### config.mk
export PLATFORM = sky130hd
export DESIGN_NAME = onewire_slave_rom_responder_core
export DESIGN_NICKNAME = d
export VERILOG_FILES = /design/src/hdl/owslv_pkg.sv /design/src/hdl/owslv_cfg.sv /design/src/hdl/owslv_engine.sv /design/src/hdl/onewire_slave_rom_responder_core.sv
export SDC_FILE = /design/constraint.sdc
export NUM_CORES = 1
export LEC_CHECK = 0
export BUFFER_PORTS_ARGS = -buffer_cell sky130_fd_sc_hd__buf_2
export CAP_MARGIN = 20
export CORE_AREA = 2 2 161 163
export DETAILED_ROUTE_END_ITERATION = 10
export DIE_AREA = 0 0 163 165
export GPL_ROUTABILITY_DRIVEN = 0
export HOLD_SLACK_MARGIN = 0.06
export PLACE_DENSITY = 0.65
export SLEW_MARGIN = 30
export SYNTH_ARGS = -nofsm -noshare
export SYNTH_HDL_FRONTEND = slang
export SYNTH_HIERARCHICAL = 1
export SYNTH_SLANG_ARGS = --single-unit
### constraint.sdc
create_clock -name aclk -period 9.5 [get_ports aclk]
set_clock_uncertainty 0.15 [all_clocks]
set_input_delay 0.95 -clock aclk [delete_from_list [all_inputs] [get_ports aclk]]
set_output_delay 0.95 -clock aclk [all_outputs]
set_load 0.1 [all_outputs]
### src/hdl/owslv_pkg.sv
// ----------------------------------------------------------------------------
// owslv_pkg
// Shared types and constants for the 1-Wire slave ROM responder.
// ----------------------------------------------------------------------------
package owslv_pkg;

    localparam int CFG_INDEX_W = 3;
    localparam int CFG_DATA_W  = 64;
    localparam int IN_DATA_W   = 16;
    localparam int OUT_DATA_W  = 24;

    // Register indexes on the configuration port.
    localparam logic [CFG_INDEX_W-1:0] REG_ROM_ID       = 3'd0;
    localparam logic [CFG_INDEX_W-1:0] REG_RESET_MIN    = 3'd1;
    localparam logic [CFG_INDEX_W-1:0] REG_WRITE_ONE    = 3'd2;
    localparam logic [CFG_INDEX_W-1:0] REG_PRESENCE     = 3'd3;
    localparam logic [CFG_INDEX_W-1:0] REG_HOLD         = 3'd4;

    localparam logic [63:0] ROM_ID_RST    = 64'hC400_0009_7D79_0401;
    localparam logic [15:0] RESET_MIN_RST = 16'd256;
    localparam logic [7:0]  WRITE_ONE_RST = 8'd15;
    localparam logic [7:0]  PRESENCE_RST  = 8'd120;
    localparam logic [7:0]  HOLD_RST      = 8'd15;

    localparam logic [7:0] CMD_NONE       = 8'h00;
    localparam logic [7:0] CMD_READ_ROM   = 8'h33;
    localparam logic [7:0] CMD_SEARCH_ROM = 8'hF0;

    localparam logic [1:0] ACT_NONE     = 2'd0;
    localparam logic [1:0] ACT_PRESENCE = 2'd1;
    localparam logic [1:0] ACT_HOLD     = 2'd2;

    localparam logic [1:0] MODE_COMMAND = 2'd0;
    localparam logic [1:0] MODE_READ    = 2'd1;
    localparam logic [1:0] MODE_SEARCH  = 2'd2;
    localparam logic [1:0] MODE_OTHER   = 2'd3;

    localparam logic [3:0] ROM_BYTES = 4'd8;

    typedef struct packed {
        logic [63:0] rom_id;
        logic [15:0] reset_min_us;
        logic [7:0]  write_one_max_us;
        logic [7:0]  presence_us;
        logic [7:0]  hold_us;
    } cfg_t;

    typedef struct packed {
        logic        line_rising;
        logic [15:0] low_time_us;
    } edge_t;

    typedef struct packed {
        logic [1:0] action;
        logic [7:0] pulse_us;
        logic [1:0] mode;
        logic       command_done;
        logic [7:0] command_byte;
    } result_t;

endpackage

### src/hdl/owslv_cfg.sv
// ----------------------------------------------------------------------------
// owslv_cfg
// Configuration register file, written through a plain write port.
// ----------------------------------------------------------------------------
module owslv_cfg (
    input  logic                                aclk,
    input  logic                                aresetn,
    input  logic                                cfg_we,
    input  logic [owslv_pkg::CFG_INDEX_W-1:0]   cfg_index,
    input  logic [owslv_pkg::CFG_DATA_W-1:0]    cfg_data,
    output owslv_pkg::cfg_t                     cfg
);

    owslv_pkg::cfg_t cfg_reg;
    owslv_pkg::cfg_t cfg_next;

    always_comb begin
        cfg_next = cfg_reg;
        if (cfg_we) begin
            unique case (cfg_index)
                owslv_pkg::REG_ROM_ID:    cfg_next.rom_id           = cfg_data;
                owslv_pkg::REG_RESET_MIN: cfg_next.reset_min_us     = cfg_data[15:0];
                owslv_pkg::REG_WRITE_ONE: cfg_next.write_one_max_us = cfg_data[7:0];
                owslv_pkg::REG_PRESENCE:  cfg_next.presence_us      = cfg_data[7:0];
                owslv_pkg::REG_HOLD:      cfg_next.hold_us          = cfg_data[7:0];
                default:                  cfg_next = cfg_reg;
            endcase
        end
    end

    always_ff @(posedge aclk) begin
        if (!aresetn) begin
            cfg_reg.rom_id           <= owslv_pkg::ROM_ID_RST;
            cfg_reg.reset_min_us     <= owslv_pkg::RESET_MIN_RST;
            cfg_reg.write_one_max_us <= owslv_pkg::WRITE_ONE_RST;
            cfg_reg.presence_us      <= owslv_pkg::PRESENCE_RST;
            cfg_reg.hold_us          <= owslv_pkg::HOLD_RST;
        end else begin
            cfg_reg <= cfg_next;
        end
    end

    assign cfg = cfg_reg;

endmodule

### src/hdl/owslv_engine.sv
// ----------------------------------------------------------------------------
// owslv_engine
// Protocol state and the per-edge update. One edge is consumed per cycle
// when step is high; the result is combinational and is registered by the
// caller in the same cycle.
// ----------------------------------------------------------------------------
module owslv_engine (
    input  logic                aclk,
    input  logic                aresetn,
    input  logic                step,
    input  owslv_pkg::edge_t    edge_in,
    input  owslv_pkg::cfg_t     cfg,
    output owslv_pkg::result_t  result
);

    logic       armed_reg,     armed_next;
    logic [7:0] active_reg,    active_next;
    logic [7:0] shift_reg,     shift_next;
    logic [2:0] bit_idx_reg,   bit_idx_next;
    logic [3:0] byte_idx_reg,  byte_idx_next;
    logic [1:0] phase_reg,     phase_next;
    logic [7:0] last_cmd_reg,  last_cmd_next;

    logic       rom_bit;
    logic       adv_rom;
    logic [7:0] cmd_byte;
    logic [3:0] byte_inc;

    assign rom_bit  = cfg.rom_id[{byte_idx_reg[2:0], bit_idx_reg}];
    assign byte_inc = byte_idx_reg + 4'd1;

    always_comb begin
        armed_next    = armed_reg;
        active_next   = active_reg;
        shift_next    = shift_reg;
        bit_idx_next  = bit_idx_reg;
        byte_idx_next = byte_idx_reg;
        phase_next    = phase_reg;
        last_cmd_next = last_cmd_reg;
        adv_rom       = 1'b0;
        cmd_byte      = shift_reg;
        result        = '0;

        if (edge_in.line_rising) begin
            if (edge_in.low_time_us >= cfg.reset_min_us) begin
                armed_next    = 1'b1;
                active_next   = owslv_pkg::CMD_NONE;
                shift_next    = '0;
                bit_idx_next  = '0;
                byte_idx_next = '0;
                phase_next    = '0;
                result.action   = owslv_pkg::ACT_PRESENCE;
                result.pulse_us = cfg.presence_us;
            end else if (armed_reg && active_reg == owslv_pkg::CMD_NONE) begin
                if (edge_in.low_time_us <= {8'd0, cfg.write_one_max_us}) begin
                    cmd_byte[bit_idx_reg] = 1'b1;
                end
                shift_next = cmd_byte;
                if (bit_idx_reg != 3'd7) begin
                    bit_idx_next = bit_idx_reg + 3'd1;
                end else begin
                    // Byte complete: the command becomes active and the
                    // bit counters start over.
                    result.command_done = 1'b1;
                    last_cmd_next = cmd_byte;
                    active_next   = cmd_byte;
                    shift_next    = '0;
                    bit_idx_next  = '0;
                    byte_idx_next = '0;
                    phase_next    = '0;
                end
            end
        end else if (armed_reg && active_reg == owslv_pkg::CMD_READ_ROM) begin
            if (!rom_bit) begin
                result.action   = owslv_pkg::ACT_HOLD;
                result.pulse_us = cfg.hold_us;
            end
            adv_rom = 1'b1;
        end else if (armed_reg && active_reg == owslv_pkg::CMD_SEARCH_ROM) begin
            if ((phase_reg == 2'd0 && !rom_bit) || (phase_reg == 2'd1 && rom_bit)) begin
                result.action   = owslv_pkg::ACT_HOLD;
                result.pulse_us = cfg.hold_us;
            end
            if (phase_reg == 2'd0 || phase_reg == 2'd1) begin
                phase_next = phase_reg + 2'd1;
            end else begin
                phase_next = '0;
                adv_rom    = 1'b1;
            end
        end

        if (adv_rom) begin
            if (bit_idx_reg != 3'd7) begin
                bit_idx_next = bit_idx_reg + 3'd1;
            end else begin
                bit_idx_next  = '0;
                byte_idx_next = byte_inc;
                if (byte_inc >= owslv_pkg::ROM_BYTES) begin
                    // All 64 ID bits sent: back to taking a command.
                    active_next   = owslv_pkg::CMD_NONE;
                    shift_next    = '0;
                    byte_idx_next = '0;
                    phase_next    = '0;
                end
            end
        end

        if (!armed_next) begin
            result.mode = owslv_pkg::MODE_OTHER;
        end else if (active_next == owslv_pkg::CMD_NONE) begin
            result.mode = owslv_pkg::MODE_COMMAND;
        end else if (active_next == owslv_pkg::CMD_READ_ROM) begin
            result.mode = owslv_pkg::MODE_READ;
        end else if (active_next == owslv_pkg::CMD_SEARCH_ROM) begin
            result.mode = owslv_pkg::MODE_SEARCH;
        end else begin
            result.mode = owslv_pkg::MODE_OTHER;
        end
        result.command_byte = last_cmd_next;
    end

    always_ff @(posedge aclk) begin
        if (!aresetn) begin
            armed_reg    <= 1'b0;
            active_reg   <= '0;
            shift_reg    <= '0;
            bit_idx_reg  <= '0;
            byte_idx_reg <= '0;
            phase_reg    <= '0;
            last_cmd_reg <= '0;
        end else if (step) begin
            armed_reg    <= armed_next;
            active_reg   <= active_next;
            shift_reg    <= shift_next;
            bit_idx_reg  <= bit_idx_next;
            byte_idx_reg <= byte_idx_next;
            phase_reg    <= phase_next;
            last_cmd_reg <= last_cmd_next;
        end
    end

endmodule

### src/hdl/onewire_slave_rom_responder_core.sv
// ----------------------------------------------------------------------------
// onewire_slave_rom_responder_core
// 1-Wire slave answering READ ROM and SEARCH ROM, one bus edge per word.
// An accepted input word is held in the input register, and its result
// is then written to the result register.
// Throughput: one word per cycle while the result word is not stalled,
// set by the single state update between the two registers.
// Reset: synchronous, active low; clears protocol state, both valid flags
// and loads the configuration defaults.
// ----------------------------------------------------------------------------
module onewire_slave_rom_responder_core (
    input  logic                                aclk,
    input  logic                                aresetn,
    input  logic                                cfg_we,
    input  logic [owslv_pkg::CFG_INDEX_W-1:0]   cfg_index,
    input  logic [owslv_pkg::CFG_DATA_W-1:0]    cfg_data,
    input  logic                                s_tvalid,
    output logic                                s_tready,
    input  logic [owslv_pkg::IN_DATA_W-1:0]     s_tdata,   // [15:0] low_time_us
    input  logic                                s_tuser,   // [0] line_rising
    output logic                                m_tvalid,
    input  logic                                m_tready,
    // [1:0] action, [9:2] pulse_us, [11:10] mode, [12] command_done,
    // [20:13] command_byte, [23:21] zero
    output logic [owslv_pkg::OUT_DATA_W-1:0]    m_tdata
);

    owslv_pkg::cfg_t    cfg;
    owslv_pkg::edge_t   in_reg;
    owslv_pkg::result_t result;
    owslv_pkg::result_t out_reg;
    logic               in_valid_reg;
    logic               out_valid_reg;
    logic               advance;

    owslv_cfg u_cfg (
        .aclk      (aclk),
        .aresetn   (aresetn),
        .cfg_we    (cfg_we),
        .cfg_index (cfg_index),
        .cfg_data  (cfg_data),
        .cfg       (cfg)
    );

    // The held word moves into the result register whenever that register
    // is empty or being drained this cycle.
    assign advance  = in_valid_reg && (!out_valid_reg || m_tready);
    assign s_tready = !in_valid_reg || advance;

    owslv_engine u_engine (
        .aclk    (aclk),
        .aresetn (aresetn),
        .step    (advance),
        .edge_in (in_reg),
        .cfg     (cfg),
        .result  (result)
    );

    always_ff @(posedge aclk) begin
        if (!aresetn) begin
            in_valid_reg  <= 1'b0;
            out_valid_reg <= 1'b0;
        end else begin
            if (s_tready) begin
                in_valid_reg <= s_tvalid;
            end
            if (advance) begin
                out_valid_reg <= 1'b1;
            end else if (m_tready) begin
                out_valid_reg <= 1'b0;
            end
        end
    end

    always_ff @(posedge aclk) begin
        if (s_tready && s_tvalid) begin
            in_reg.line_rising <= s_tuser;
            in_reg.low_time_us <= s_tdata;
        end
        if (advance) begin
            out_reg <= result;
        end
    end

    assign m_tvalid = out_valid_reg;
    assign m_tdata  = {3'b000, out_reg.command_byte, out_reg.command_done,
                       out_reg.mode, out_reg.pulse_us, out_reg.action};

endmodule

* Word level (Yosys, flattened, before mapping)
Index checks and enable logic that the tools add are counted.
Cells by class: bitwise logic cells 3, $add $sub $neg 3, equal/unequal tests 10, order comparisons 6, muxes and demuxes 63, reduce and logical (&&, ||, !) cells 29
Operator list (number):
- 8-bit 2-to-1 mux | 19
- 10-bit 2-to-1 mux | 5
- 4-bit 2-to-1 mux | 7
- 2-bit 2-to-1 mux | 12
- 8-bit by 6-bit == test with 1-bit output (second input constant) | 2
- 8-bit == test (second input constant) | 2
- 16-bit >= comparator | 1
- 16-bit by 8-bit <= comparator with 1-bit output | 1
- 8-bit logical NOT | 2
- 3-bit 2-to-1 mux | 5
- 1-bit 2-to-1 mux | 12
- 2-bit AND reduction | 5
- 9-bit 2-to-1 mux | 1
- 1-bit logical AND | 8
- 8-bit OR | 1
- 6-bit by 7-bit less-than comparator with 1-bit output (second input constant) | 1
- 1-bit binary-select mux with 6-bit select | 1
- 3-bit by 2-bit == test with 1-bit output (second input constant) | 2
- 4-bit by 1-bit adder with 4-bit output (second input constant) | 1
- 4-bit >= comparator (second input constant) | 1
- 1-bit logical OR | 4
- 3-bit by 4-bit less-than comparator with 1-bit output (second input constant) | 1
- 2-bit nonzero test | 2
- 3-bit by 1-bit adder with 3-bit output (second input constant) | 1
- other kinds (14) | 17
Word-level totals: word-level logic and storage cells 135, flip-flop bits (word level) 178, output and inout port bits 26

* Depth between registers and ports, before layout
Gate-level depths: netlist (run 1).
depth after elaboration 17, depth in mapped cells 11

* Cells and area by module
Netlist (run 1), hierarchy kept.
Modules (own cells, without submodules):
- owslv_cfg | cells an instance 423, times used 1, area an instance 4246.6 µm²
- owslv_engine | cells an instance 415, times used 1, area an instance 3189.3 µm²
- onewire_slave_rom_responder_core | cells an instance 51, times used 1, area an instance 1271.2 µm²

* Worst setup path after synthesis (run 1)
Ideal clock, no wire load.
kind register to register, start point register in_reg[7] (netlist bit), end point register out_reg, in the netlist m_tdata[11], data pin, data arrival time 3.177 ns, slack 5.910 ns, stages on the path, launching flop included 11, cells stage by stage edfxtp_1 -> ha_1 -> a211oi_1 -> nand2_1 -> o21ai_0 -> o21ai_1 -> o21ai_1 -> a31oi_1 -> or3_2 -> or3_2 -> a2111o_1
Between the ends: word-level cells in the longest chain between the ends 12
RTL lines:
- from (decl) | line onewire_slave_rom_responder_core.sv:29 | owslv_pkg::edge_t in_reg;
- 16-bit by 8-bit <= comparator with 1-bit output | line owslv_engine.sv:55 | if (edge_in.low_time_us <= {8'd0, cfg.write_one_max_us}) begin
- 8-bit 2-to-1 mux | line owslv_engine.sv:55
- 8-bit 2-to-1 mux | line owslv_engine.sv:59 | if (bit_idx_reg != 3'd7) begin
- 8-bit 2-to-1 mux | line owslv_engine.sv:54 | end else if (armed_reg && active_reg == owslv_pkg::CMD_NONE) begin
- 8-bit 2-to-1 mux | line owslv_engine.sv:45 | if (edge_in.low_time_us >= cfg.reset_min_us) begin
- 8-bit 2-to-1 mux | line owslv_engine.sv:44 | if (edge_in.line_rising) begin
- 8-bit 2-to-1 mux | line owslv_engine.sv:98 | if (byte_inc >= owslv_pkg::ROM_BYTES) begin
- 8-bit 2-to-1 mux | line owslv_engine.sv:93 | if (bit_idx_reg != 3'd7) begin
- 8-bit 2-to-1 mux | line owslv_engine.sv:92 | if (adv_rom) begin
- 8-bit by 6-bit == test with 1-bit output | line owslv_engine.sv:112 | end else if (active_next == owslv_pkg::CMD_READ_ROM) begin
- 2-bit 2-to-1 mux | line owslv_engine.sv:112
- 2-bit 2-to-1 mux | line owslv_engine.sv:110 | end else if (active_next == owslv_pkg::CMD_NONE) begin
- to (signal assigned) | line onewire_slave_rom_responder_core.sv:81 | out_reg <= result;
- to (decl) | line onewire_slave_rom_responder_core.sv:31 | owslv_pkg::result_t out_reg;
Parallel ways exist; a longest one is shown, timed or not. A chain may end at the register's enable or synchronous reset.

* Final worst setup path (run 1)
start point register in_reg[12] (netlist bit), end point register out_reg, in the netlist m_tdata[11], data pin
Same word-level chain as after synthesis.

==> impl_metrics.tcl, run 1 <==
set metrics [dict create \
    cp-end-kind "flip-flop" \
    yosys_warnings 6 \
    slew_viol_final 0 \
    grt_max_degree 116 \
    drtIter0Drc 404 \
    die_w_um 163 \
    slew_headroom_pct 46.45 \
    grt_pass1_wl_um 32120 \
    multi_input_area_sq_um 4350 \
    yosys-top-cells-area "dfxtp_1 32%, edfxtp_1 13%, mux2i_1 13%, nand2_1 6.5%, nor2b_1 4.7%" \
    vias_per_cell 4.917 \
    drtPass1Iterations 5 \
    setup_viol 0 \
    arrival_ns 4.27 \
    synthArstFlopShare_pct 0 \
    root_buffer "clkbuf_16" \
    wl_per_cell_um 15.23 \
    regToRegSetupSlack_ns 5.25 \
    cts_tree "done" \
    overflow 0 \
    die_area_sq_um 26900 \
    synth_edf_count 38 \
    post-dp-hpwl_um 14070 \
    min_path_type "flip-flop to flip-flop" \
    num_rows 58 \
    start_kind "flip-flop" \
    clock_path_buffers 2 \
    setup-tns-final_ns 0 \
    ys_seq_elements 178 \
    syn_area_sq_um 8707 \
    grt_antenna_before_repair 0 \
    cts-resized-gates 0 \
    clock_latency_ns 0.43 \
    antennaDiodeCount 0 \
    final_util_pct 40.18 \
    die_height_um 165 \
    yosysTopAreaCell "dfxtp_1" \
    min_period_over_period_pct 44.74 \
    vias 6486 \
    max_stage_delay_ns 0.70 \
    worst_pin_slew_ns 0.8033 \
    htree_levels 4 \
    register_area_sq_um 3944 \
    synth.top_cell.area_share_pct 32.19 \
    clock_sink_count 178 \
    layout.nets 1092 \
    hold_buffers 0 \
    status "finished, final reports clean" \
    grt_usage_pct 15.23 \
    ir_drop_mv 0.08924 \
    hold_violations 0 \
    remaining_drc_errors 0 \
    worst_ep_required_time_ns 9.52 \
    maxCapViolations 0 \
    grt_pass1_vias 6247 \
    fin_total_pwr_uw 1696 \
    hold-worst-slack_ns 0.3037 \
    layout-drive-gt1-share_pct 19.41 \
    synth_cell_types 77 \
    nFillCells 2491 \
    syn_to_final_growth_pct 15.55 \
    path_cells "ha_1 -> nand4_1 -> a2111oi_0 -> o21ai_0 -> o2111ai_2 -> nor2_1 -> a31oi_1 -> or4b_1 -> nand3b_1 -> a2111o_1" \
    drt_wl_total_um 20090 \
    start_util_pct 34.78 \
    cts_setup_buffers 0 \
    postSynthCellCount 889 \
    antenna_left 0 \
    min_period_ns 4.251 \
    largest_reg_flops 104 \
    ys.flop_type "dfxtp_1" \
    path_clk_slew_ns 0.07 \
    ys_seq_area_share_pct 45.29 \
    max_freq_mhz 235.3 \
    cts_buffers 17 \
    crit_type "flip-flop to flip-flop" \
    core_area_sq_um 25040 \
    total_leakage_power_uw 0.003923 \
    crit_slowest_cell "o2111ai_2" \
    path_max_fanout 17 \
    pwr_density_cell_nw_per_um2 168.6 \
    avgSynthCellArea_sq_um 9.794 \
    rsz0062_at_grt "false" \
    ios 115 \
    port_buffers 111 \
]
==> metrics by stage <==
| step | area [sq um] | cells | setup slack (ns) |
|---|---|---|---|
| 6_report | 10060 | 1319 | 5.249 |
| 5_1_grt | 10060 | 1319 | 4.971 |
| 4_1_cts | 10050 | 1319 | 5.280 |
| 3_5_place_dp | 9447 | 1287 | 5.334 |
| 3_3_place_gp | 9430 | 1287 | 5.453 |
| 2_1_floorplan | 8715 | 891 | 5.910 |
==> worst paths after layout <==
path | cells after the start | end | from
worst max-delay path | 10 | m_tdata[11] | in_reg[12]
worst min-delay path | 2 | u_cfg/cfg[94] | u_cfg/cfg[94]
worst max register to register | 10 | m_tdata[11] | in_reg[12]
worst min register to register | 2 | u_cfg/cfg[94] | u_cfg/cfg[94]
==> worst max-delay path, delay by kind of cell (launching register included) <==
family	cells	cell delay, ns
and+or+nand+nor	4	0.97
DFF	1	0.40
AOI/OAI and AO/OA	5	2.14
adders and majority gates	1	0.32
==> cells in the mapped netlist, drive strengths merged, types with 3 or more instances <==
cell type and instances:
nand3 7, clkbuf 25, nor2b 66, o22ai 3
a211oi 8, buf 29, nand4 5, or4 5
o21ai 20, or3 3, edfxtp 38, a21o 7
nand3b 5, mux2 8, a21oi 37, a22o 8
mux4 5, inv 31, nor2 55, and2 6
nand2 150, a221oi 7, o31ai 3, a22oi 14
nor3 3, o21a 6, mux2i 113, dfxtp 140
ha 27, and3 8, nor4 3, nand2b 6
==> metal layers <==
layer	part of all wire [%]	global-route usage, %
met1	48	20.58
met2	46	24.69
met3	4.5	3.290
met4	0.93	4.103
met5	0	0
==> cell type report <==
type,count,area share [%]
repair buffers,120,6.293
well taps,330,4.104
flip-flops and latches,178,39.20
clock buffers,18,4.266
inverters,31,1.157
clock inverters,14,1.741
multi-input cells,628,43.24
==> cells in the final DEF (no fill, tap or decap), types with 3 or more instances in the layout <==
master	synthesis	routed
conb_1	1	3
nand4_1	5	5
clkbuf_16	0	17
mux4_2	5	5
o22ai_1	3	3
nor2b_1	65	64
a22oi_1	14	14
and3_1	8	8
clkinv_2	0	3
ha_1	27	27
and2_2	3	3
bufinv_16	0	3
nand3_1	7	7
or3_2	3	3
mux2i_1	113	113
nand2_1	150	150
buf_4	4	8
dfxtp_1	140	140
a21oi_1	36	35
a21o_1	5	5
o21a_1	6	6
a221oi_1	7	7
edfxtp_1	38	38
a211oi_1	8	8
and2_1	3	3
inv_1	30	29
nand2b_1	6	6
nor2_1	55	55
inv_6	0	4
o31ai_1	3	3
or4_4	3	3
o21ai_0	18	18
nand3b_1	4	4
mux2_2	8	8
buf_2	13	110
nor3_1	3	3
a22o_1	8	8
==> power breakdown <==
part	switching (uW)	total, uW	internal, uW
clock	309	728	419
combinational	110	165	54.6
sequential	10.9	804	793
==> cells by family after synthesis <==
group	count (synthesis)	share of synthesized area, %
DFF	178	45.29
buffers and inverters	85	5.346
other	1	0.04307
muxes	126	15.32
xor gates and xnor gates	1	0.1006
and+or+nand+nor	339	19.64
adders and majority gates	27	3.880
AOI/OAI and AO/OA	132	10.38
Note: power is estimated with default switching activity, not from simulation.
==> run 2, diff against run 1 <==
Clock period 9.5 ns to 4 ns, I/O delays scaled along.
==> run 2 against run 1 <==
  * Fmax increased by 11%
  * Combinational power rose to 2.6 times the previous value
  * Sequential share of layout area fell by 1.7 points
  * Critical path depth did not move
  * Worst hold slack got worse by 0.23 ns
  * First-iteration DRC count is 3.7% higher
  * Clock power grew 120%
  * Worst setup slack got worse by 5.1 ns
  * Sequential cell count stayed put
  * Count of clock-buffer cells in the layout up 1
  * Final cell count rose by 3.9%
  * Sequential power up 140%
  * Largest power group unchanged
==> impl_metrics.tcl, run 2 (same netlist as run 1, synthesis figures left out) <==
set metrics [dict create \
    clock_latency_ns 0.43 \
    grt_usage_pct 15.50 \
    max_stage_delay_ns 0.49 \
    slew_headroom_pct 39.33 \
    antennaDiodeCount 0 \
    start_kind "flip-flop" \
    antenna_left 0 \
    layout.nets 1143 \
    hold_violations 0 \
    arrival_ns 3.85 \
    maxCapViolations 0 \
    port_buffers 111 \
    fin_ws_ns 0.1738 \
    clock_path_buffers 2 \
    die_area_sq_um 26900 \
    total_leakage_power_uw 0.004142 \
    min_path_type "input pin to flip-flop" \
    path_clk_slew_ns 0.07 \
    postPlaceCellArea_sq_um 9580 \
    min_period_ns 3.826 \
    min_period_over_period_pct 95.66 \
    htree_levels 4 \
    overflow 0 \
    cts_tree "done" \
    design_area_sq_um 10510 \
    final_common_cell "nand2_1" \
    crit_type "flip-flop to flip-flop" \
    path_buf_inv 0 \
    setup-tns-final_ns 0 \
    die_w_um 163 \
    path_max_fanout 3 \
    drtIter0Drc 419 \
    layout.cells.non_filler 1370 \
    grt_max_degree 182 \
    largest_reg_flops 104 \
    syn_to_final_growth_pct 20.69 \
    status "finished, final reports clean" \
    post-dp-hpwl_um 14400 \
    crit_slowest_cell "or3_2" \
    final_cell_mix "150 x nand2_1, 140 x dfxtp_1, 113 x mux2i_1" \
    max_freq_mhz 261.4 \
    clock_sink_count 178 \
    drt_wl_total_um 20630 \
    ios 115 \
    die_height_um 165 \
    vias 6709 \
    drtPass1Iterations 5 \
    cp_top_family "compound AO/OA/AOI/OAI gates" \
    core_area_sq_um 25040 \
    dp.cells 1302 \
    remaining_drc_errors 0 \
    place_ws_ns 0.09758 \
    cts_buffers 17 \
    worst_pin_slew_ns 0.9101 \
    path_cells "ha_1 -> nand4_1 -> a2111oi_1 -> o21ai_1 -> o21ai_2 -> o21a_1 -> o22ai_1 -> or3_2 -> or3_2 -> a2111o_1" \
    root_buffer "clkbuf_16" \
    setup_viol 0 \
    slew_viol_final 0 \
    fin_total_pwr_uw 3946 \
    cts_setup_buffers 0 \
    num_rows 58 \
    wl_per_cell_um 15.06 \
    grt_antenna_before_repair 0 \
    grt_pass1_vias 6338 \
    rsz0062_at_grt "false" \
    cp-end-kind "flip-flop" \
    pwr_density_cell_nw_per_um2 375.5 \
    ir_drop_mv 0.2547 \
    layout-drive-gt1-share_pct 20.10 \
    grt_pass1_wl_um 32570 \
    nFillCells 2454 \
    start_util_pct 34.78 \
    vias_per_cell 4.897 \
    worst_ep_required_time_ns 4.03 \
    crit_top_cell "or3_2" \
]
run 2: worst paths after layout:
kind	from	to	slack, ns	depth (start not counted)
max	in_reg[14]	m_tdata[11]	0.17	10
max reg2reg	in_reg[14]	m_tdata[11]	0.17	10
min	cfg_data[23]	u_cfg/cfg[63]	0.08	3
min reg2reg	u_cfg/cfg[89]	u_cfg/cfg[89]	0.31	2
run 2: cell type report:
class | count | area [sq um] | area share, %
Tap cell | 330 | 412.9 | 3.929
Inverter | 31 | 116.4 | 1.107
Sequential cell | 178 | 3944 | 37.53
Multi-Input combinational cell | 628 | 4353 | 41.42
Timing Repair Buffer | 171 | 1124 | 10.69
Clock inverter | 13 | 112.6 | 1.072
Clock buffer | 19 | 446.7 | 4.251
run 2: power by group:
part / switching [uW] / internal [uW]
registers: 26.6 / 1880
clock network: 768 / 844
logic: 266 / 159
total: 1060 / 2890
run 2: through the flow:
step	hold slack, ns	util, %
5_1_grt	0.06491	41.97
3_3_place_gp	0.2884	38.22
4_1_cts	0.06403	41.94
2_1_floorplan	0.2805	-
6_report	0.07834	41.97
3_5_place_dp	0.2930	38.27
run 2: what timing repair did:
action,4_1_cts,5_1_grt
endpoints found under the hold margin,36,0
hold buffers,36,0
resized for setup,0,4
endpoints found under the setup margin,0,2
run 2: metal layers:
| metal | routed length, um | GRT usage, % |
|---|---|---|
| met4 | 310 | 4.827 |
| met1 | 10090 | 21.03 |
| met5 | 0 | 0 |
| met3 | 808 | 3.189 |
| met2 | 9421 | 24.83 |
run 2: worst reg2reg max path, cell delays in order, from the launching register on:
cell,delay [ns]
edfxtp_1,0.42
ha_1,0.31
nand4_1,0.15
a2111oi_1,0.48
o21ai_1,0.23
o21ai_2,0.25
o21a_1,0.18
o22ai_1,0.10
or3_2,0.44
or3_2,0.49
a2111o_1,0.37
==> run 3, diff against run 2 <==
Settings changed: REMOVE_ABC_BUFFERS set to 1.
==> run 3 against run 2 <==
  * Non-clock buffer count fell by 6
  * Sequential share of layout area fell by 0.19 points
  * Sequential cell count did not move
  * Worst hold slack got worse by 0.0062 ns
  * Combinational power barely moved
  * Final cell count fell by 0.44%
  * Via count fell by 0.75%
  * Register-to-register slack got worse by 0.07 ns
  * Count of clock-buffer cells in the layout fell by 2
  * Critical path type unchanged
  * Critical endpoint unchanged
==> impl_metrics.tcl, run 3 (same netlist as run 1, synthesis figures left out) <==
set metrics [dict create \
    antenna_left 0 \
    crit_slowest_cell "or3_2" \
    clock_path_buffers 2 \
    die_area_sq_um 26900 \
    min_period_ns 3.896 \
    ios 115 \
    antennaDiodeCount 0 \
    max_stage_delay_ns 0.48 \
    clock_latency_ns 0.43 \
    remaining_drc_errors 0 \
    core_area_sq_um 25040 \
    drtIter0Drc 356 \
    die_height_um 165 \
    setup_viol 0 \
    min_path_type "input pin to flip-flop" \
    min_period_over_period_pct 97.41 \
    htree_levels 4 \
    maxCapViolations 0 \
    layout.nets 1137 \
    crit_top_cell "or3_2" \
    drt_wl_total_um 20560 \
    cts_buffers 17 \
    min_from "cfg_data[58]" \
    root_buffer "clkbuf_16" \
    hold_violations 0 \
    seq_power_share_pct 45.5 \
    vias 6659 \
    grt_pass1_wl_um 33730 \
    path_buf_inv 0 \
    path_clk_slew_ns 0.07 \
    grt_usage_pct 15.79 \
    comb_power_share_pct 10.1 \
    num_rows 58 \
    dp.cells 1298 \
    pwr_density_cell_nw_per_um2 397.1 \
    path_cells "ha_1 -> a211oi_1 -> nand3b_1 -> a21oi_1 -> o2111ai_2 -> nor2_1 -> a31oi_2 -> or3_2 -> or3_2 -> a2111o_1" \
    final_cell_mix "150 x nand2_1, 140 x dfxtp_1, 113 x mux2i_1" \
    path_max_fanout 4 \
    overflow 0 \
    drtPass1Iterations 6 \
    start_kind "flip-flop" \
    p_switching_uw 1037 \
    max_freq_mhz 256.7 \
    swShare_pct 24.73 \
    worst_pin_slew_ns 0.8986 \
    largest_reg_flops 104 \
    arrival_ns 3.91 \
    p_clk_share_pct 44.4 \
    wl_per_cell_um 15.07 \
    layout-drive-gt1-share_pct 20.02 \
    post-dp-hpwl_um 13990 \
    grt_max_degree 182 \
    ir_drop_mv 0.2474 \
    setup-tns-final_ns 0 \
    r2r-start "in_reg[7]" \
    cp-end-kind "flip-flop" \
    slew_viol_final 0 \
    cts_tree "done" \
    worst_ep_required_time_ns 4.02 \
    port_buffers 111 \
    clock_sink_count 178 \
    vias_per_cell 4.882 \
    grt_pass1_vias 6637 \
    syn_to_final_growth_pct 21.31 \
    die_w_um 163 \
    final_common_cell "nand2_1" \
    crit_type "flip-flop to flip-flop" \
    start_util_pct 34.78 \
    total_leakage_power_uw 0.004149 \
    grt_antenna_before_repair 0 \
    p_int_uw 3157 \
    layout.cells.non_filler 1364 \
    slew_headroom_pct 39.54 \
    startpoint "in_reg[7]" \
    status "finished, final reports clean" \
    rsz0062_at_grt "false" \
    cp_top_family "simple AND/OR/NAND/NOR gates" \
]
-- run 3: worst reg2reg max path, cell delays in order (launching register included) --
cell and delay (ns):
edfxtp_1 0.41, ha_1 0.34, a211oi_1 0.34, nand3b_1 0.13, a21oi_1 0.29, o2111ai_2 0.26, nor2_1 0.30, a31oi_2 0.08
or3_2 0.47, or3_2 0.48, a2111o_1 0.38
-- run 3: path summary, 6_finish.rpt --
kind / end / slack, ns / cells after the start
max reg2reg: m_tdata[11] / 0.10 / 10
min: u_cfg/cfg[98] / 0.07 / 3
max: m_tdata[11] / 0.10 / 10
min reg2reg: u_cfg/cfg[96] / 0.31 / 2
-- run 3: cell type report --
type | count | area, sq um
clock inverters | 15 | 224.0
multi-input cells | 628 | 4369
flip-flops and latches | 178 | 3944
fillers | 2422 | 14470
repair buffers | 165 | 1071
clock buffers | 17 | 425.4
inverters | 31 | 116.4
well taps | 330 | 412.9
-- run 3: power by group through the flow --
stage / logic, uW / clock network (uW) / registers (uW)
final: 425 / 1860 / 1910
after global routing: 460 / 1980 / 1910
after CTS: 423 / 1900 / 1910
after detailed placement: 394 / 0 / 1950
after global placement: 389 / 0 / 1950
after floorplan: 176 / 0 / 2020
-- run 3: metrics by stage --
stage	util, %	cell area, sq um	setup WS [ns]	total power [uW]	hold WS [ns]
floorplan	-	8366	-2.211	2198	0.2805
global placement	38.10	9538	0.03950	2337	0.2890
detailed placement	38.12	9543	-0.09922	2343	0.2959
CTS	42.09	10540	0.01417	4235	0.06171
global route	42.19	10560	0.03802	4358	0.06219
finish	42.19	10560	0.1037	4194	0.07216
-- run 3: metal layers --
layer  routed length [um]  vias to the layer above  GRT usage [%]
met1                 9683                     3104          20.50
met2                 9654                      157          26.02
met3                  807                       30          3.315
li1                     -                     3368              -
met5                    0                        -              0
met4                  416                        0          5.672
-- run 3: timing repair --
| item | 4_1_cts | 5_1_grt |
|---|---|---|
| gates cloned | 0 | 0 |
| setup buffers | 1 | 0 |
| endpoints found under the hold margin | 33 | 0 |
| hold buffers | 33 | 0 |
| setup endpoints to repair | 1 | 1 |
| resized for setup | 2 | 6 |
| pin swaps | 1 | 1 |
